## src/hw/rtl/dtta_pkg.sv

```systemverilog
// ----------------------------------------------------------------------------
// Dual timer TOD adapter package
// Shared payload types, command codes, register addresses and helper functions.
// ----------------------------------------------------------------------------
package dtta_pkg;

   typedef enum logic [1:0] {
      CMD_READ  = 2'd0,
      CMD_WRITE = 2'd1,
      CMD_TICK  = 2'd2,
      CMD_CNT   = 2'd3
   } cmd_type;

   localparam logic [3:0] REG_PRA  = 4'h0;
   localparam logic [3:0] REG_PRB  = 4'h1;
   localparam logic [3:0] REG_DDRA = 4'h2;
   localparam logic [3:0] REG_DDRB = 4'h3;
   localparam logic [3:0] REG_TALO = 4'h4;
   localparam logic [3:0] REG_TAHI = 4'h5;
   localparam logic [3:0] REG_TBLO = 4'h6;
   localparam logic [3:0] REG_TBHI = 4'h7;
   localparam logic [3:0] REG_TOD0 = 4'h8;
   localparam logic [3:0] REG_TOD1 = 4'h9;
   localparam logic [3:0] REG_TOD2 = 4'hA;
   localparam logic [3:0] REG_TOD3 = 4'hB;
   localparam logic [3:0] REG_SDR  = 4'hC;
   localparam logic [3:0] REG_ICR  = 4'hD;
   localparam logic [3:0] REG_CRA  = 4'hE;
   localparam logic [3:0] REG_CRB  = 4'hF;

   localparam logic [19:0] CYCLES_RESET = 20'd98525;

   typedef struct packed {
      cmd_type    cmd;
      logic [3:0] reg_addr;
      logic [7:0] write_data;
      logic       cnt_pin;
      logic [7:0] pulldown_a;
      logic [7:0] pulldown_b;
   } req_type;

   typedef struct packed {
      logic [7:0] read_data;
      logic       irq;
      logic [7:0] port_a_pins;
      logic [7:0] port_b_pins;
   } rsp_type;

   typedef struct packed {
      logic [15:0] count;
      logic [7:0]  ctrl;
      logic        under;
   } tmr_type;

   function automatic tmr_type count_timer(input logic [15:0] cnt,
                                           input logic [15:0] latch,
                                           input logic [7:0] ctrl);
      tmr_type r;
      logic [15:0] dec;
      dec = cnt - 16'd1;
      r.count = cnt;
      r.ctrl = ctrl;
      r.under = 1'b0;
      if (cnt == 16'd0) begin
         r.count = latch;
      end else if (dec != 16'd0) begin
         r.count = dec;
      end else begin
         r.count = latch;
         r.under = 1'b1;
         if (ctrl[3]) begin
            r.ctrl[0] = 1'b0;
         end
      end
      return r;
   endfunction

   function automatic logic [8:0] digit_inc(input logic [3:0] d, input logic [3:0] max);
      logic [4:0] n;
      n = {1'b0, d} + 5'd1;
      if (n > {1'b0, max}) begin
         return {1'b1, 8'd0};
      end
      return {1'b0, 4'd0, n[3:0]};
   endfunction

   function automatic logic [31:0] tod_advance(input logic [31:0] t);
      logic [31:0] r;
      logic [8:0]  d;
      logic        c;
      logic        pm;
      logic [4:0]  hr;
      r = t;
      d = digit_inc(t[3:0], 4'd9);
      r[3:0] = d[3:0];
      c = d[8];
      if (c) begin
         d = digit_inc(t[11:8], 4'd9); r[11:8] = d[3:0]; c = d[8];
         if (c) begin
            d = digit_inc(t[15:12], 4'd5); r[15:12] = d[3:0]; c = d[8];
         end
      end
      if (c) begin
         d = digit_inc(t[19:16], 4'd9); r[19:16] = d[3:0]; c = d[8];
         if (c) begin
            d = digit_inc(t[23:20], 4'd5); r[23:20] = d[3:0]; c = d[8];
         end
      end
      if (c) begin
         pm = t[31];
         hr = (t[28] ? 5'd10 : 5'd0) + {1'b0, t[27:24]} + 5'd1;
         if (hr > 5'd12) begin
            hr = 5'd1;
            pm = ~pm;
         end
         if (hr >= 5'd10) begin
            r[31:24] = {pm, 3'b001, 4'(hr - 5'd10)};
         end else begin
            r[31:24] = {pm, 3'b000, hr[3:0]};
         end
      end
      return r;
   endfunction

   function automatic logic [7:0] pins(input logic [7:0] o, input logic [7:0] dir,
                                       input logic [7:0] pull);
      return ((o & dir) | ~dir) & ~pull;
   endfunction

endpackage

```

## src/hw/rtl/dual_timer_tod_interface_adapter_core.sv

```systemverilog
// ----------------------------------------------------------------------------
// Dual timer TOD interface adapter core
// Two ports, two 16-bit timers, BCD time-of-day clock with alarm.
// ----------------------------------------------------------------------------
// Usage: each transfer on the req_ channel carries one command: a register
// read, a register write, one bus clock tick or a new CNT pin level. Every
// command yields exactly one transfer on the rsp_ channel with the read data,
// the interrupt line and the effective port pin levels after the command.
// The whole command is applied in the cycle it is accepted and its response
// is held in an output register, so the response is valid in the cycle after
// acceptance; one command can be accepted every cycle while the receiver does
// not stall. Timer, TOD and interrupt registers all update in the accepting cycle.
// When the receiver stalls, the response register holds its transfer and
// req_stall rises only while a waiting response would be overwritten; a new
// command is taken in the same cycle the waiting response leaves.
// The csr_ port writes the TOD tenth-second period in clock ticks; zero stops
// the TOD clock.
// A synchronous reset clears the response valid and restores every register but
// the response data to its reset value, with the tenth-second period at 98525.
// ----------------------------------------------------------------------------
module dual_timer_tod_interface_adapter_core (
   input  logic             clock,
   input  logic             reset,
   input  logic             req_valid,
   output logic             req_stall,
   input  dtta_pkg::req_type req_data,
   output logic             rsp_valid,
   input  logic             rsp_stall,
   output dtta_pkg::rsp_type rsp_data,
   input  logic             csr_write,
   input  logic [19:0]      csr_data
);

   logic [19:0] period_ff;
   logic [7:0]  pa_out_ff, pb_out_ff, dir_a_ff, dir_b_ff;
   logic [15:0] ta_latch_ff, tb_latch_ff, ta_cnt_ff, tb_cnt_ff;
   logic [7:0]  cra_ff, crb_ff;
   logic [31:0] tod_ff, alarm_ff, snap_ff;
   logic        held_ff, tod_en_ff, cnt_ff;
   logic [19:0] accum_ff;
   logic [7:0]  sdr_ff;
   logic [4:0]  flags_ff, mask_ff;
   logic        rsp_valid_ff;
   dtta_pkg::rsp_type rsp_ff;

   logic [7:0]  pa_out_in, pb_out_in, dir_a_in, dir_b_in;
   logic [15:0] ta_latch_in, tb_latch_in, ta_cnt_in, tb_cnt_in;
   logic [7:0]  cra_in, crb_in;
   logic [31:0] tod_in, alarm_in, snap_in;
   logic        held_in, tod_en_in, cnt_in;
   logic [19:0] accum_in;
   logic [7:0]  sdr_in;
   logic [4:0]  flags_in, mask_in;
   dtta_pkg::rsp_type rsp_in;

   logic accept;
   assign req_stall = rsp_valid_ff & rsp_stall;
   assign accept = req_valid & ~req_stall;
   assign rsp_valid = rsp_valid_ff;
   assign rsp_data = rsp_ff;

   always_comb begin
      dtta_pkg::tmr_type ta, tb;
      logic a_ev, b_ev, a_under, rise, alm;
      logic [7:0] rd, wd;
      logic [31:0] nt;
      pa_out_in = pa_out_ff; pb_out_in = pb_out_ff;
      dir_a_in = dir_a_ff; dir_b_in = dir_b_ff;
      ta_latch_in = ta_latch_ff; tb_latch_in = tb_latch_ff;
      ta_cnt_in = ta_cnt_ff; tb_cnt_in = tb_cnt_ff;
      cra_in = cra_ff; crb_in = crb_ff;
      tod_in = tod_ff; alarm_in = alarm_ff; snap_in = snap_ff;
      held_in = held_ff; tod_en_in = tod_en_ff; cnt_in = cnt_ff;
      accum_in = accum_ff; sdr_in = sdr_ff;
      flags_in = flags_ff; mask_in = mask_ff;
      rd = 8'd0;
      wd = req_data.write_data;
      alm = crb_ff[7];
      a_ev = 1'b0;
      b_ev = 1'b0;
      a_under = 1'b0;
      rise = 1'b0;
      nt = 32'd0;
      ta = dtta_pkg::count_timer(ta_cnt_ff, ta_latch_ff, cra_ff);
      case (req_data.cmd)
         dtta_pkg::CMD_READ: begin
            unique case (req_data.reg_addr)
               dtta_pkg::REG_PRA:
                  rd = dtta_pkg::pins(pa_out_ff, dir_a_ff, req_data.pulldown_a);
               dtta_pkg::REG_PRB:
                  rd = dtta_pkg::pins(pb_out_ff, dir_b_ff, req_data.pulldown_b);
               dtta_pkg::REG_DDRA: rd = dir_a_ff;
               dtta_pkg::REG_DDRB: rd = dir_b_ff;
               dtta_pkg::REG_TALO: rd = ta_cnt_ff[7:0];
               dtta_pkg::REG_TAHI: rd = ta_cnt_ff[15:8];
               dtta_pkg::REG_TBLO: rd = tb_cnt_ff[7:0];
               dtta_pkg::REG_TBHI: rd = tb_cnt_ff[15:8];
               dtta_pkg::REG_TOD0: begin
                  rd = held_ff ? snap_ff[7:0] : tod_ff[7:0];
                  held_in = 1'b0;
               end
               dtta_pkg::REG_TOD1: rd = held_ff ? snap_ff[15:8] : tod_ff[15:8];
               dtta_pkg::REG_TOD2: rd = held_ff ? snap_ff[23:16] : tod_ff[23:16];
               dtta_pkg::REG_TOD3: begin
                  if (!held_ff) begin
                     snap_in = tod_ff;
                     held_in = 1'b1;
                     rd = tod_ff[31:24];
                  end else begin
                     rd = snap_ff[31:24];
                  end
               end
               dtta_pkg::REG_SDR: rd = sdr_ff;
               dtta_pkg::REG_ICR: begin
                  rd = {|(flags_ff & mask_ff), 2'b00, flags_ff};
                  flags_in = 5'd0;
               end
               dtta_pkg::REG_CRA: rd = cra_ff;
               default: rd = crb_ff;
            endcase
         end
         dtta_pkg::CMD_WRITE: begin
            unique case (req_data.reg_addr)
               dtta_pkg::REG_PRA: pa_out_in = wd;
               dtta_pkg::REG_PRB: pb_out_in = wd;
               dtta_pkg::REG_DDRA: dir_a_in = wd;
               dtta_pkg::REG_DDRB: dir_b_in = wd;
               dtta_pkg::REG_TALO: ta_latch_in = {ta_latch_ff[15:8], wd};
               dtta_pkg::REG_TAHI: begin
                  ta_latch_in = {wd, ta_latch_ff[7:0]};
                  if (!cra_ff[0]) ta_cnt_in = {wd, ta_latch_ff[7:0]};
               end
               dtta_pkg::REG_TBLO: tb_latch_in = {tb_latch_ff[15:8], wd};
               dtta_pkg::REG_TBHI: begin
                  tb_latch_in = {wd, tb_latch_ff[7:0]};
                  if (!crb_ff[0]) tb_cnt_in = {wd, tb_latch_ff[7:0]};
               end
               dtta_pkg::REG_TOD0: begin
                  if (alm) begin
                     alarm_in[7:0] = {4'd0, wd[3:0]};
                  end else begin
                     tod_in[7:0] = {4'd0, wd[3:0]};
                     tod_en_in = 1'b1;
                  end
               end
               dtta_pkg::REG_TOD1: begin
                  if (alm) alarm_in[15:8] = wd;
                  else tod_in[15:8] = wd;
               end
               dtta_pkg::REG_TOD2: begin
                  if (alm) alarm_in[23:16] = wd;
                  else tod_in[23:16] = wd;
               end
               dtta_pkg::REG_TOD3: begin
                  if (alm) begin
                     alarm_in[31:24] = wd;
                  end else begin
                     tod_in[31:24] = wd;
                     tod_en_in = 1'b0;
                  end
               end
               dtta_pkg::REG_SDR: sdr_in = wd;
               dtta_pkg::REG_ICR: begin
                  if (wd[7]) mask_in = mask_ff | wd[4:0];
                  else mask_in = mask_ff & ~wd[4:0];
               end
               dtta_pkg::REG_CRA: begin
                  cra_in = wd & 8'hEF;
                  if (wd[4]) ta_cnt_in = ta_latch_ff;
               end
               default: begin
                  crb_in = wd & 8'hEF;
                  if (wd[4]) tb_cnt_in = tb_latch_ff;
               end
            endcase
         end
         dtta_pkg::CMD_TICK: begin
            a_ev = cra_ff[0] & ~cra_ff[5];
            a_under = a_ev & ta.under;
            b_ev = crb_ff[0] & ((crb_ff[6:5] == 2'd0) |
                   (a_under & ((crb_ff[6:5] == 2'd2) | ((crb_ff[6:5] == 2'd3) & cnt_ff))));
            if (tod_en_ff && period_ff != 20'd0) begin
               if ({1'b0, accum_ff} + 21'd1 >= {1'b0, period_ff}) begin
                  accum_in = 20'd0;
                  nt = dtta_pkg::tod_advance(tod_ff);
                  tod_in = nt;
                  if (nt == alarm_ff) flags_in[2] = 1'b1;
               end else begin
                  accum_in = accum_ff + 20'd1;
               end
            end
         end
         default: begin
            rise = req_data.cnt_pin & ~cnt_ff;
            cnt_in = req_data.cnt_pin;
            a_ev = rise & cra_ff[0] & cra_ff[5];
            a_under = a_ev & ta.under;
            b_ev = rise & crb_ff[0] & ((crb_ff[6:5] == 2'd1) |
                   (a_under & ((crb_ff[6:5] == 2'd2) | ((crb_ff[6:5] == 2'd3) & cnt_in))));
         end
      endcase
      tb = dtta_pkg::count_timer(tb_cnt_ff, tb_latch_ff, crb_ff);
      if (a_ev) begin
         ta_cnt_in = ta.count;
         cra_in = ta.ctrl;
         if (ta.under) flags_in[0] = 1'b1;
      end
      if (b_ev) begin
         tb_cnt_in = tb.count;
         crb_in = tb.ctrl;
         if (tb.under) flags_in[1] = 1'b1;
      end
      rsp_in.read_data = rd;
      rsp_in.irq = |(flags_in & mask_in);
      rsp_in.port_a_pins = dtta_pkg::pins(pa_out_in, dir_a_in, req_data.pulldown_a);
      rsp_in.port_b_pins = dtta_pkg::pins(pb_out_in, dir_b_in, req_data.pulldown_b);
   end

   always_ff @(posedge clock) begin
      if (reset) begin
         period_ff <= dtta_pkg::CYCLES_RESET;
      end else if (csr_write) begin
         period_ff <= csr_data;
      end
   end

   always_ff @(posedge clock) begin
      if (reset) begin
         rsp_valid_ff <= 1'b0;
         pa_out_ff <= 8'd0; pb_out_ff <= 8'd0; dir_a_ff <= 8'd0; dir_b_ff <= 8'd0;
         ta_latch_ff <= 16'hFFFF; tb_latch_ff <= 16'hFFFF;
         ta_cnt_ff <= 16'd0; tb_cnt_ff <= 16'd0;
         cra_ff <= 8'd0; crb_ff <= 8'd0;
         tod_ff <= 32'd0; alarm_ff <= 32'd0; snap_ff <= 32'd0;
         held_ff <= 1'b0; tod_en_ff <= 1'b1; cnt_ff <= 1'b0;
         accum_ff <= 20'd0; sdr_ff <= 8'd0;
         flags_ff <= 5'd0; mask_ff <= 5'd0;
      end else begin
         if (accept) begin
            rsp_valid_ff <= 1'b1;
            pa_out_ff <= pa_out_in; pb_out_ff <= pb_out_in;
            dir_a_ff <= dir_a_in; dir_b_ff <= dir_b_in;
            ta_latch_ff <= ta_latch_in; tb_latch_ff <= tb_latch_in;
            ta_cnt_ff <= ta_cnt_in; tb_cnt_ff <= tb_cnt_in;
            cra_ff <= cra_in; crb_ff <= crb_in;
            tod_ff <= tod_in; alarm_ff <= alarm_in; snap_ff <= snap_in;
            held_ff <= held_in; tod_en_ff <= tod_en_in; cnt_ff <= cnt_in;
            accum_ff <= accum_in; sdr_ff <= sdr_in;
            flags_ff <= flags_in; mask_ff <= mask_in;
         end else if (!rsp_stall) begin
            rsp_valid_ff <= 1'b0;
         end
      end
   end

   always_ff @(posedge clock) begin
      if (accept) begin
         rsp_ff <= rsp_in;
      end
   end

endmodule
```

## config.mk

```make
export PLATFORM = sky130hd
export DESIGN_NAME = dual_timer_tod_interface_adapter_core
export DESIGN_NICKNAME = d
export VERILOG_FILES = /design/src/hw/rtl/dtta_pkg.sv /design/src/hw/rtl/dual_timer_tod_interface_adapter_core.sv
export SDC_FILE = /design/constraint.sdc
export NUM_CORES = 1
export LEC_CHECK = 0
export ABC_AREA = 1
export ABC_CLOCK_PERIOD_IN_PS = 4450
export BUFFER_PORTS_ARGS = -buffer_cell sky130_fd_sc_hd__buf_2
export CORE_MARGIN = 4
export CORE_UTILIZATION = 62
export CTS_CLUSTER_DIAMETER = 60
export DETAILED_ROUTE_END_ITERATION = 10
export GPL_TIMING_DRIVEN = 0
export PLACE_DENSITY = 0.82
export SLEW_MARGIN = 20
export SYNTH_ARGS = -nofsm -noshare
export SYNTH_HDL_FRONTEND = slang
export SYNTH_SLANG_ARGS = --single-unit
```

## constraint.sdc

```tcl
create_clock -name clock -period 4.45 [get_ports clock]
set_input_delay 0.89 -clock clock [delete_from_list [all_inputs] [get_ports clock]]
set_output_delay 0.89 -clock clock [all_outputs]
set_load 0.1 [all_outputs]
```

Word-level counts from Yosys, hierarchy flattened
Cells that the tools add are included.
{ "word_totals": {"ff_bits": 289, "output_inout_bits": 27} }
{ "classes": {"add_sub_neg": 12, "order_cmp": 8, "n_eq_ne": 41, "mux": 152, "bitwise_logic": 57, "reduce_logical": 47} }
{ "op_table": {"columns": ["operator", "n"], "rows": [
  ["two-way mux 8 bit", 30],
  ["two-way mux 16 bit", 12],
  ["two-way mux 9 bit", 21],
  ["case mux 16 bit (2 select lines)", 4],
  ["case mux 8 bit (15 select lines)", 1],
  ["bitwise AND 8 bit", 8],
  ["two-way mux 32 bit", 2],
  ["case mux 32 bit (2 select lines)", 1],
  ["two-way mux 1 bit", 56],
  ["two-way mux 5 bit", 10],
  ["inverter 8 bit", 6],
  ["AND reduction 4 bit", 11],
  ["AND reduction 6 bit", 6],
  ["equality test 32 bit", 1],
  ["logical NOT 16 bit", 2],
  ["bitwise OR 8 bit", 4],
  ["nonzero test 16 bit", 2],
  ["subtractor 16 x 1 -> 16 bit, second input constant", 2],
  ["inequality test 2 bit, second input constant", 15],
  ["equality test 4 bit, second input constant", 7],
  ["adder 4 x 1 -> 5 bit, second input constant", 5],
  ["adder 20 x 1 -> 21 bit, second input constant", 1],
  ["greater-or-equal comparator 21 x 20 -> 1 bit", 1],
  ["adder 20 x 1 -> 20 bit, second input constant", 1],
  ["37 further kinds", 108]
]} }

Longest topological paths before layout
Gate-level depths: netlist (run 1).
{ "depth": {"word_depth": 67, "ltp_mapped": 24, "depth_no_buf": 24} }

Least setup slack after synthesis (run 1)
OpenSTA, ideal clock, no wires.
{ "synth_path": {"path_type": "in2reg", "startpoint": "in rsp_stall", "endpoint": "reg rsp_ff, in the netlist rsp_data[0], enable pin", "setup_time_ns": 0.399, "t_arrival_ns": 2.869, "required_time_ns": 4.051, "setup_slack_ns": 1.182, "path_stages": 5, "path_buffers": 2, "cell_sequence": "nand2_1 > inv_1 > nor2_4 > clkbuf_1 > buf_1"} }
{ "synth_via": {"elab_chain_cells": 3} }
{ "synth_rtl": {"columns": ["element", "line", "source"], "rows": [
  ["start, declared", "dual_timer_tod_interface_adapter_core.sv:28", "input logic rsp_stall,"],
  ["bitwise AND 1 bit", "dual_timer_tod_interface_adapter_core.sv:57", "assign req_stall = rsp_valid_ff & rsp_stall;"],
  ["net req_stall", "dual_timer_tod_interface_adapter_core.sv:25", "output logic req_stall,"],
  ["inverter 1 bit", "dual_timer_tod_interface_adapter_core.sv:58", "assign accept = req_valid & ~req_stall;"],
  ["bitwise AND 1 bit", "dual_timer_tod_interface_adapter_core.sv:58", null],
  ["net accept", "dual_timer_tod_interface_adapter_core.sv:56", "logic accept;"],
  ["end signal, assigned", "dual_timer_tod_interface_adapter_core.sv:258", "rsp_ff <= rsp_in;"],
  ["end, declared", "dual_timer_tod_interface_adapter_core.sv:44", "dtta_pkg::rsp_type rsp_ff;"]
]} }
The timed path passes the listed nets, and every way through them passes these cells.
A chain may end at the register's enable or synchronous reset.

Worst setup path in the final report (run 1)
{ "layout_path": {"startpoint": "reg accum_ff[0]", "endpoint": "reg tod_ff[22]"} }
{ "layout_via": {"elab_chain_cells": 4} }
{ "layout_rtl": {"columns": ["element", "line", "source"], "rows": [
  ["start, declared", "dual_timer_tod_interface_adapter_core.sv:40", "logic [19:0] accum_ff;"],
  ["start signal, assigned", "dual_timer_tod_interface_adapter_core.sv:248", "accum_ff <= accum_in; sdr_ff <= sdr_in;"],
  ["adder 20 x 1 -> 21 bit", "dual_timer_tod_interface_adapter_core.sv:183", "if ({1'b0, accum_ff} + 21'd1 >= {1'b0, period_ff}) begin"],
  ["greater-or-equal comparator 21 x 20 -> 1 bit", "dual_timer_tod_interface_adapter_core.sv:183", null],
  ["inequality test 2 bit (no line)", null, null],
  ["AND reduction 6 bit (no line)", null, null],
  ["end signal, assigned", "dual_timer_tod_interface_adapter_core.sv:246", "tod_ff <= tod_in; alarm_ff <= alarm_in; snap_ff <= snap_in;"],
  ["end, declared", "dual_timer_tod_interface_adapter_core.sv:38", "logic [31:0] tod_ff, alarm_ff, snap_ff;"]
]} }
Every way passes these cells.

==> results of run 1 <==
path summary, 6_finish.rpt:
check                                                end  slack, ps
worst min-delay path            snap_ff[27]$_SDFFE_PP0P_        460
worst min register to register  snap_ff[27]$_SDFFE_PP0P_        460
worst max register to register   tod_ff[22]$_SDFFE_PP0P_        420
worst max-delay path             tod_ff[22]$_SDFFE_PP0P_        420
routing by layer:
metal  wire (um)  vias up
met5          13        -
met4        2800        2
met3        6760      209
met2       24400     1119
met1       23300     8204
li1            -     8363
flip-flops by register name, summed over array words and instances, names as in the netlist, 5 cells and up:
signal / flops
ta_cnt_ff: 16
accum_ff: 20
cra_ff: 7
dir_b_ff: 8
dir_a_ff: 8
pa_out_ff: 8
rsp_data: 25
sdr_ff: 8
mask_ff: 5
pb_out_ff: 8
tb_cnt_ff: 16
period_ff: 20
crb_ff: 7
tb_latch_ff: 16
snap_ff: 28
flags_ff: 5
alarm_ff: 28
tod_ff: 28
ta_latch_ff: 16
synthesized netlist by cell type, drive strengths merged, types with 26 or more instances:
library cell	count	area [um2]
nand2	573	2240
dfxtp	256	5120
ha	39	488
nor3	26	145
inv	324	1220
o211ai	42	315
clkbuf	81	304
xor2	29	254
o21ai	295	1480
nor2	210	843
nand3	111	591
nand4	35	219
a21oi	252	1260
cell type report:
cell class	instances	area, um2
repair buffers	77	400
diodes	1	2.50
fillers	2312	7700
clock inverters	12	128
multi-input cells	1727	8730
inverters	334	1260
clock buffers	49	1010
well taps	335	419
plain buffers	103	462
flip-flops and latches	281	5880
report_power, final:
group	switching [mW]	internal, mW	leakage [nW]
Clock	1.14	1.71	0.561
Combinational	0.642	0.217	5.18
Sequential	0.0644	2.63	2.33
kinds of logic after synthesis:
family / after synthesis / share of synthesized area [%]
buffers and inverters: 437 / 10.5
adder cells (fa/ha/maj): 40 / 3.11
multiplexers: 1 / 0.0613
XOR/XNOR: 35 / 1.88
AO/OA/AOI/OAI: 674 / 22.8
AND/OR/NAND/NOR: 977 / 25.7
flip-flops: 281 / 36.0
worst max-delay path, stage by stage, from the launching register on:
cell	delay [ps]
dfxtp_1	380
ha_1	200
nand2_1	70
inv_1	70
nand2_1	80
nor4_2	280
nand4_1	180
inv_1	110
nand4_1	150
o21ai_0	210
inv_1	90
ha_1	320
nand2_1	60
inv_1	70
nand4_1	120
nand3b_1	180
nand3_1	310
nor2_2	60
nor3_2	340
o21ai_2	230
buf_6	200
o21ai_1	120
a21oi_1	60
==> key figures, run 1 <==
Global route
  • Initial antenna violation count: 1
  • Vias in the first global route: around 16k
  • Most Crowded Layer GR: met2
  • GRT met1 Usage: a little over half
  • Overflow left after global routing: 0
  • Tot GR Track Use: between 30% and 40%
  • Global-route wire length before repair: ~88 mm
  • Largest net degree at the start of global routing: 28
  • Met2 GRT Util: approximately 59%
  • Met3 Usage GRT: under 10%

Timing
  • Final setup skew: between 20 and 30 ps
  • # setup viols final: 0
  • Final Hold Fails: 0
  • Unrepaired setup endpoints after global routing: false
  • Max-slew violations: 0
  • Slew headroom: 13.6%
  • Post-Route Setup TNS: 0 ps
  • Worst Max-Slew Pin Slew: 1300 ps
  • Hold WS: between 400 and 500 ps
  • Max Fclk: between 200 and 250 MHz
  • Crit share post-route: 90.6%
  • Final worst setup slack: between 400 and 500 ps
  • Minimum clock period: 4030 ps

Synthesis
  • Syn Std Cell Area: roughly 16,000 um2
  • Seq/Total Area, Yosys: 36.0%
  • Number of synthesized register bits: about 280
  • Post-synthesis cell type count: between 50 and 60
  • Ys flop type: dfxtp_1
  • YS warnings: 0
  • Mean area per synthesized cell: between 6 and 7 um2
  • Share of flip-flops with an asynchronous set or reset: 0%
  • Post-synth EDFFs: 25
  • Syn nets: roughly 2.5k
  • Post-synthesis cell count: between 2k and 2.5k

Placed design
  • Area post-placement: about 17,000 um2
  • Routability Congestion: approximately 1.0
  • Final HPWL DP: 42.2 mm
  • # placed instances: between 2k and 3k
  • Post-place setup slack: ~380 ps
  • PortBufs: 76

Clock tree
  • Total CTS buffers: 34
  • Clock latency on the worst-skew pair: between 500 and 600 ps
  • Clock Tree Root: clkbuf_16
  • Worst-path clk slew: approximately 60 ps
  • Post-CTS setup buffer count: 0
  • H-tree lvl count: 2
  • Post-CTS sizing: 0
  • Buffer levels on the longest clock path: 3
  • Sink Count: about 280
  • CTS tree: done
  • Post-CTS Hold Buffers: 0

Floorplan
  • Number of core rows: between 50 and 60
  • Core region area: between 20,000 and 30,000 um2
  • Chip Height: approximately 170 um
  • IO Pins: between 80 and 90
  • Die Wd: 170 um
  • Starting density of the core: 62.8%
  • Die area: just under 30,000 um2

Status
  • Outcome: finished, final reports clean

Power and ir drop
  • Leak: roughly 8.1 nW
  • Pwr dens: 350 nW/um2
  • Total power: approximately 6.4 mW
  • Worst vdd ir: 0.000365 V

Worst setup path
  • FF-to-FF path depth: 22
  • Crit path from: accum_ff[0]$_SDFFE_PP0P_
  • Worst r2r src: accum_ff[0]$_SDFFE_PP0P_
  • Crit Path Max Fanout: 10
  • Setup crit end kind: flip-flop
  • Critical path class: flip-flop to flip-flop
  • Worst path required time: 4840 ps
  • Worst path arrival time: between 4000 and 5000 ps
  • Worst Setup Start Kind: flip-flop

Finish
  • Layout Nets: 2,654
  • Final Util: 70.4%
  • Non-filler cells in the finished layout: around 2.9k
  • Layout area overhead: 12.1%
  • Commonest non-fill, non-tap cell in the layout: nand2_1
  • Layout cells sized above 1: 8.25%
  • Most frequent cells in the layout: nand2_1, inv_1, o21ai_0
  • Final instance area: 18,300 um2

Flow run
  • Max cap viols: 0

Min path
  • Hold Path Stages: 2
  • HP Start: snap_ff[27]$_SDFFE_PP0P_
  • Hold crit path type: flip-flop to flip-flop

Route
  • Total vias in the final route: 17.9k
  • DRC: 0
  • Avg WL per Cell: between 15 and 20 um
  • Final wirelength: between 50 and 60 mm
  • Post-route ant nets: 0
  • Initial DRC Count: ~2.4k
  • Vias per inst: approximately 6
  • TritonRoute pass-1 iters: 6
No activity file was read; power rests on OpenSTA's default activity.
==> inputs of run 2 (changes only) <==
--- a/config.mk
+++ b/config.mk
@@ -6,14 +6,14 @@
 export NUM_CORES = 1
 export LEC_CHECK = 0
 export ABC_AREA = 1
-export ABC_CLOCK_PERIOD_IN_PS = 4450
+export ABC_CLOCK_PERIOD_IN_PS = 5100
 export BUFFER_PORTS_ARGS = -buffer_cell sky130_fd_sc_hd__buf_2
 export CORE_MARGIN = 4
-export CORE_UTILIZATION = 62
+export CORE_UTILIZATION = 67
 export CTS_CLUSTER_DIAMETER = 60
 export DETAILED_ROUTE_END_ITERATION = 10
 export GPL_TIMING_DRIVEN = 0
-export PLACE_DENSITY = 0.82
+export PLACE_DENSITY = 0.87
 export SLEW_MARGIN = 20
 export SYNTH_ARGS = -nofsm -noshare
 export SYNTH_HDL_FRONTEND = slang
==> constraint.sdc (replaced) <==
create_clock -name clock -period 5.1 [get_ports clock]
set_input_delay 1.02 -clock clock [delete_from_list [all_inputs] [get_ports clock]]
set_output_delay 1.02 -clock clock [all_outputs]
set_load 0.1 [all_outputs]
==> run 2 against run 1 <==
Effect of this change:
- clock skew down 3.0 ps
- worst hold slack better by 2.1 ps
- combinational power down 12%
- die area down 7.1%
- cell count down 0.48%
- final area down 0.18%
- sequential power down 13%
- fmax down 6.3%
- sequential share of layout area up 0.057 points
- clock power down 13%
- global-route usage up 3.7 points
- largest power group unchanged
==> key figures, run 2 (synthesis results as in run 1) <==
Worst setup path
  • Worst path arrival time: 4710 ps
  • Setup crit end kind: flip-flop
  • Critical path class: flip-flop to flip-flop
  • Worst Setup Start Kind: flip-flop
  • FF-to-FF path depth: 22
  • Crit Path Max Fanout: 10
  • Worst R2R End: tod_ff[23]$_SDFFE_PP0P_
  • Worst path required time: approximately 5500 ps
  • Worst r2r src: accum_ff[0]$_SDFFE_PP0P_
  • R2r setup slk: approximately 800 ps

Floorplan
  • Number of core rows: between 50 and 60
  • Core region area: roughly 24,000 um2
  • Die Wd: between 150 and 200 um
  • Chip Height: 164 um
  • IO Pins: 83
  • Starting density of the core: around 69%
  • Die area: 26,900 um2

Power and ir drop
  • Pwr dens: just over 300 nW/um2
  • Net Switching: 1.65 mW
  • Total power: between 5 and 6 mW
  • Int Power: about 3.9 mW
  • Sequential power share: 42.2%
  • Worst vdd ir: approximately 0.00030 V
  • Logic pwr share: between 10% and 20%
  • Switching Share: between 20% and 30%
  • Leak: 8.07 nW
  • Clock power share: between 40% and 50%

Global route
  • Overflow left after global routing: 0
  • Largest net degree at the start of global routing: 26
  • Initial antenna violation count: 0
  • Global-route wire length before repair: between 80 and 90 mm
  • Vias in the first global route: roughly 17k
  • Tot GR Track Use: roughly 42%

Route
  • Avg WL per Cell: just under 20 um
  • TritonRoute pass-1 iters: 8
  • Initial DRC Count: 2,608
  • DRC: 0
  • Total vias in the final route: 18.1k
  • Final wirelength: between 50 and 60 mm
  • Post-route ant nets: 0
  • Vias per inst: approximately 6.2

Timing
  • Max-slew violations: 0
  • Hold WS: around 460 ps
  • # setup viols final: 0
  • Minimum clock period: 4300 ps
  • Max Fclk: about 230 MHz
  • Final setup skew: between 20 and 25 ps
  • Slew headroom: about an eighth
  • Crit share post-route: a little over four fifths
  • Worst Max-Slew Pin Slew: ~1300 ps
  • Unrepaired setup endpoints after global routing: false
  • Post-Route Setup TNS: 0 ps
  • Final Hold Fails: 0

Finish
  • Layout area overhead: 11.9%
  • Biggest regs: alarm_ff (28), snap_ff (28), tod_ff (28)
  • Final instance area: about 18,000 um2
  • Number of fillers in the final layout: 1,865
  • Most frequent cells in the layout: nand2_1, inv_1, o21ai_0
  • Layout Nets: ~2.7k
  • Antenna diodes: 0
  • Layout cells sized above 1: under 10%
  • Commonest non-fill, non-tap cell in the layout: nand2_1
  • Final Util: between 70% and 80%

Min path
  • Hold crit path type: flip-flop to flip-flop
  • Hold endpoint: snap_ff[24]$_SDFFE_PP0P_
  • HP Start: snap_ff[24]$_SDFFE_PP0P_
  • Hold Path Stages: 2

Placed design
  • Final HPWL DP: around 41 mm
  • Routability Congestion: ~1
  • PortBufs: 76
  • Area post-placement: between 15,000 and 20,000 um2

Clock tree
  • Clock latency on the worst-skew pair: about 530 ps
  • Clock Tree Root: clkbuf_16
  • Total CTS buffers: 35
  • Sink Count: between 200 and 300
  • H-tree lvl count: 2
  • Buffer levels on the longest clock path: 3
  • Worst-path clk slew: ~60 ps
  • Post-CTS setup buffer count: 0
  • CTS tree: done
  • Post-CTS sizing: 0
  • Post-CTS Hold Buffers: 0

Flow run
  • Max cap viols: 0

Status
  • Outcome: finished, final reports clean
-- run 2: changes by cell type in the layout (fill, tap and decap cells not counted), sizes merged --
cell / previous run / this run
inv: 328 / 331
clkbuf: 130 / 128
clkinv: 15 / 17
diode: 1 / 0
-- run 2: power by group through the flow --
stage	Sequential, mW	Combinational, mW	Clock [mW]
floorplan	2.48	0.406	0
CTS	2.35	0.729	2.45
finish	2.36	0.757	2.47
global placement	2.40	0.701	0
global route	2.36	0.813	2.55
detailed placement	2.40	0.722	0
-- run 2: per-stage QoR --
| step | cells | worst slack (ps) |
|---|---|---|
| floorplan | 2445 | 1700 |
| global placement | 2840 | 1030 |
| detailed placement | 2841 | 981 |
| CTS | 2905 | 952 |
| global route | 2905 | 440 |
| finish | 2905 | 798 |
-- run 2: layout make-up --
class | instances | area [um2] | share of cell area (%)
Multi-Input combinational cell | 1727 | 8730 | 47.8
Sequential cell | 281 | 5880 | 32.2
Inverter | 334 | 1260 | 6.88
Clock buffer | 47 | 961 | 5.26
Buffer | 103 | 462 | 2.53
Timing Repair Buffer | 77 | 408 | 2.23
Tap cell | 319 | 399 | 2.19
Clock inverter | 17 | 165 | 0.905
-- run 2: critical path, cell delays in order (launching register included) --
cell      delay [ps]
dfxtp_1          400
ha_1             190
nand2_1           70
inv_1             70
nand2_1           70
nor4_1           460
nand4_1          190
inv_1            120
nand4_1          160
o21ai_0          230
inv_1            120
ha_1             330
nand2_1           60
inv_1             80
nand4_1          120
nand3b_1         180
nand3_1          330
nor2_2            60
nor3_2           320
o21ai_2          230
buf_6            200
o21ai_1          130
a21oi_1           50
-- run 2: how the worst max path moves through the flow --
stage,depth (start not counted),from,end,slack (ps)
2_1_floorplan,5,rsp_stall,rsp_data[0]$_DFFE_PP_,1700
3_3_place_gp,21,accum_ff[0]$_SDFFE_PP0P_,tod_ff[15]$_SDFFE_PP0P_,1030
3_5_place_dp,21,accum_ff[0]$_SDFFE_PP0P_,tod_ff[23]$_SDFFE_PP0P_,980
4_1_cts,21,accum_ff[0]$_SDFFE_PP0P_,tod_ff[23]$_SDFFE_PP0P_,950
5_1_grt,21,accum_ff[0]$_SDFFE_PP0P_,tod_ff[2]$_SDFFE_PP0P_,440
6_report,22,accum_ff[0]$_SDFFE_PP0P_,tod_ff[23]$_SDFFE_PP0P_,800
-- run 2: metal layers --
metal	track usage, %	up-vias	wire length, um
met5	0	-	0
met4	22.1	0	3410
met3	9.94	286	8190
met2	63.4	1311	24100
met1	56.1	8164	21800
li1	-	8369	-
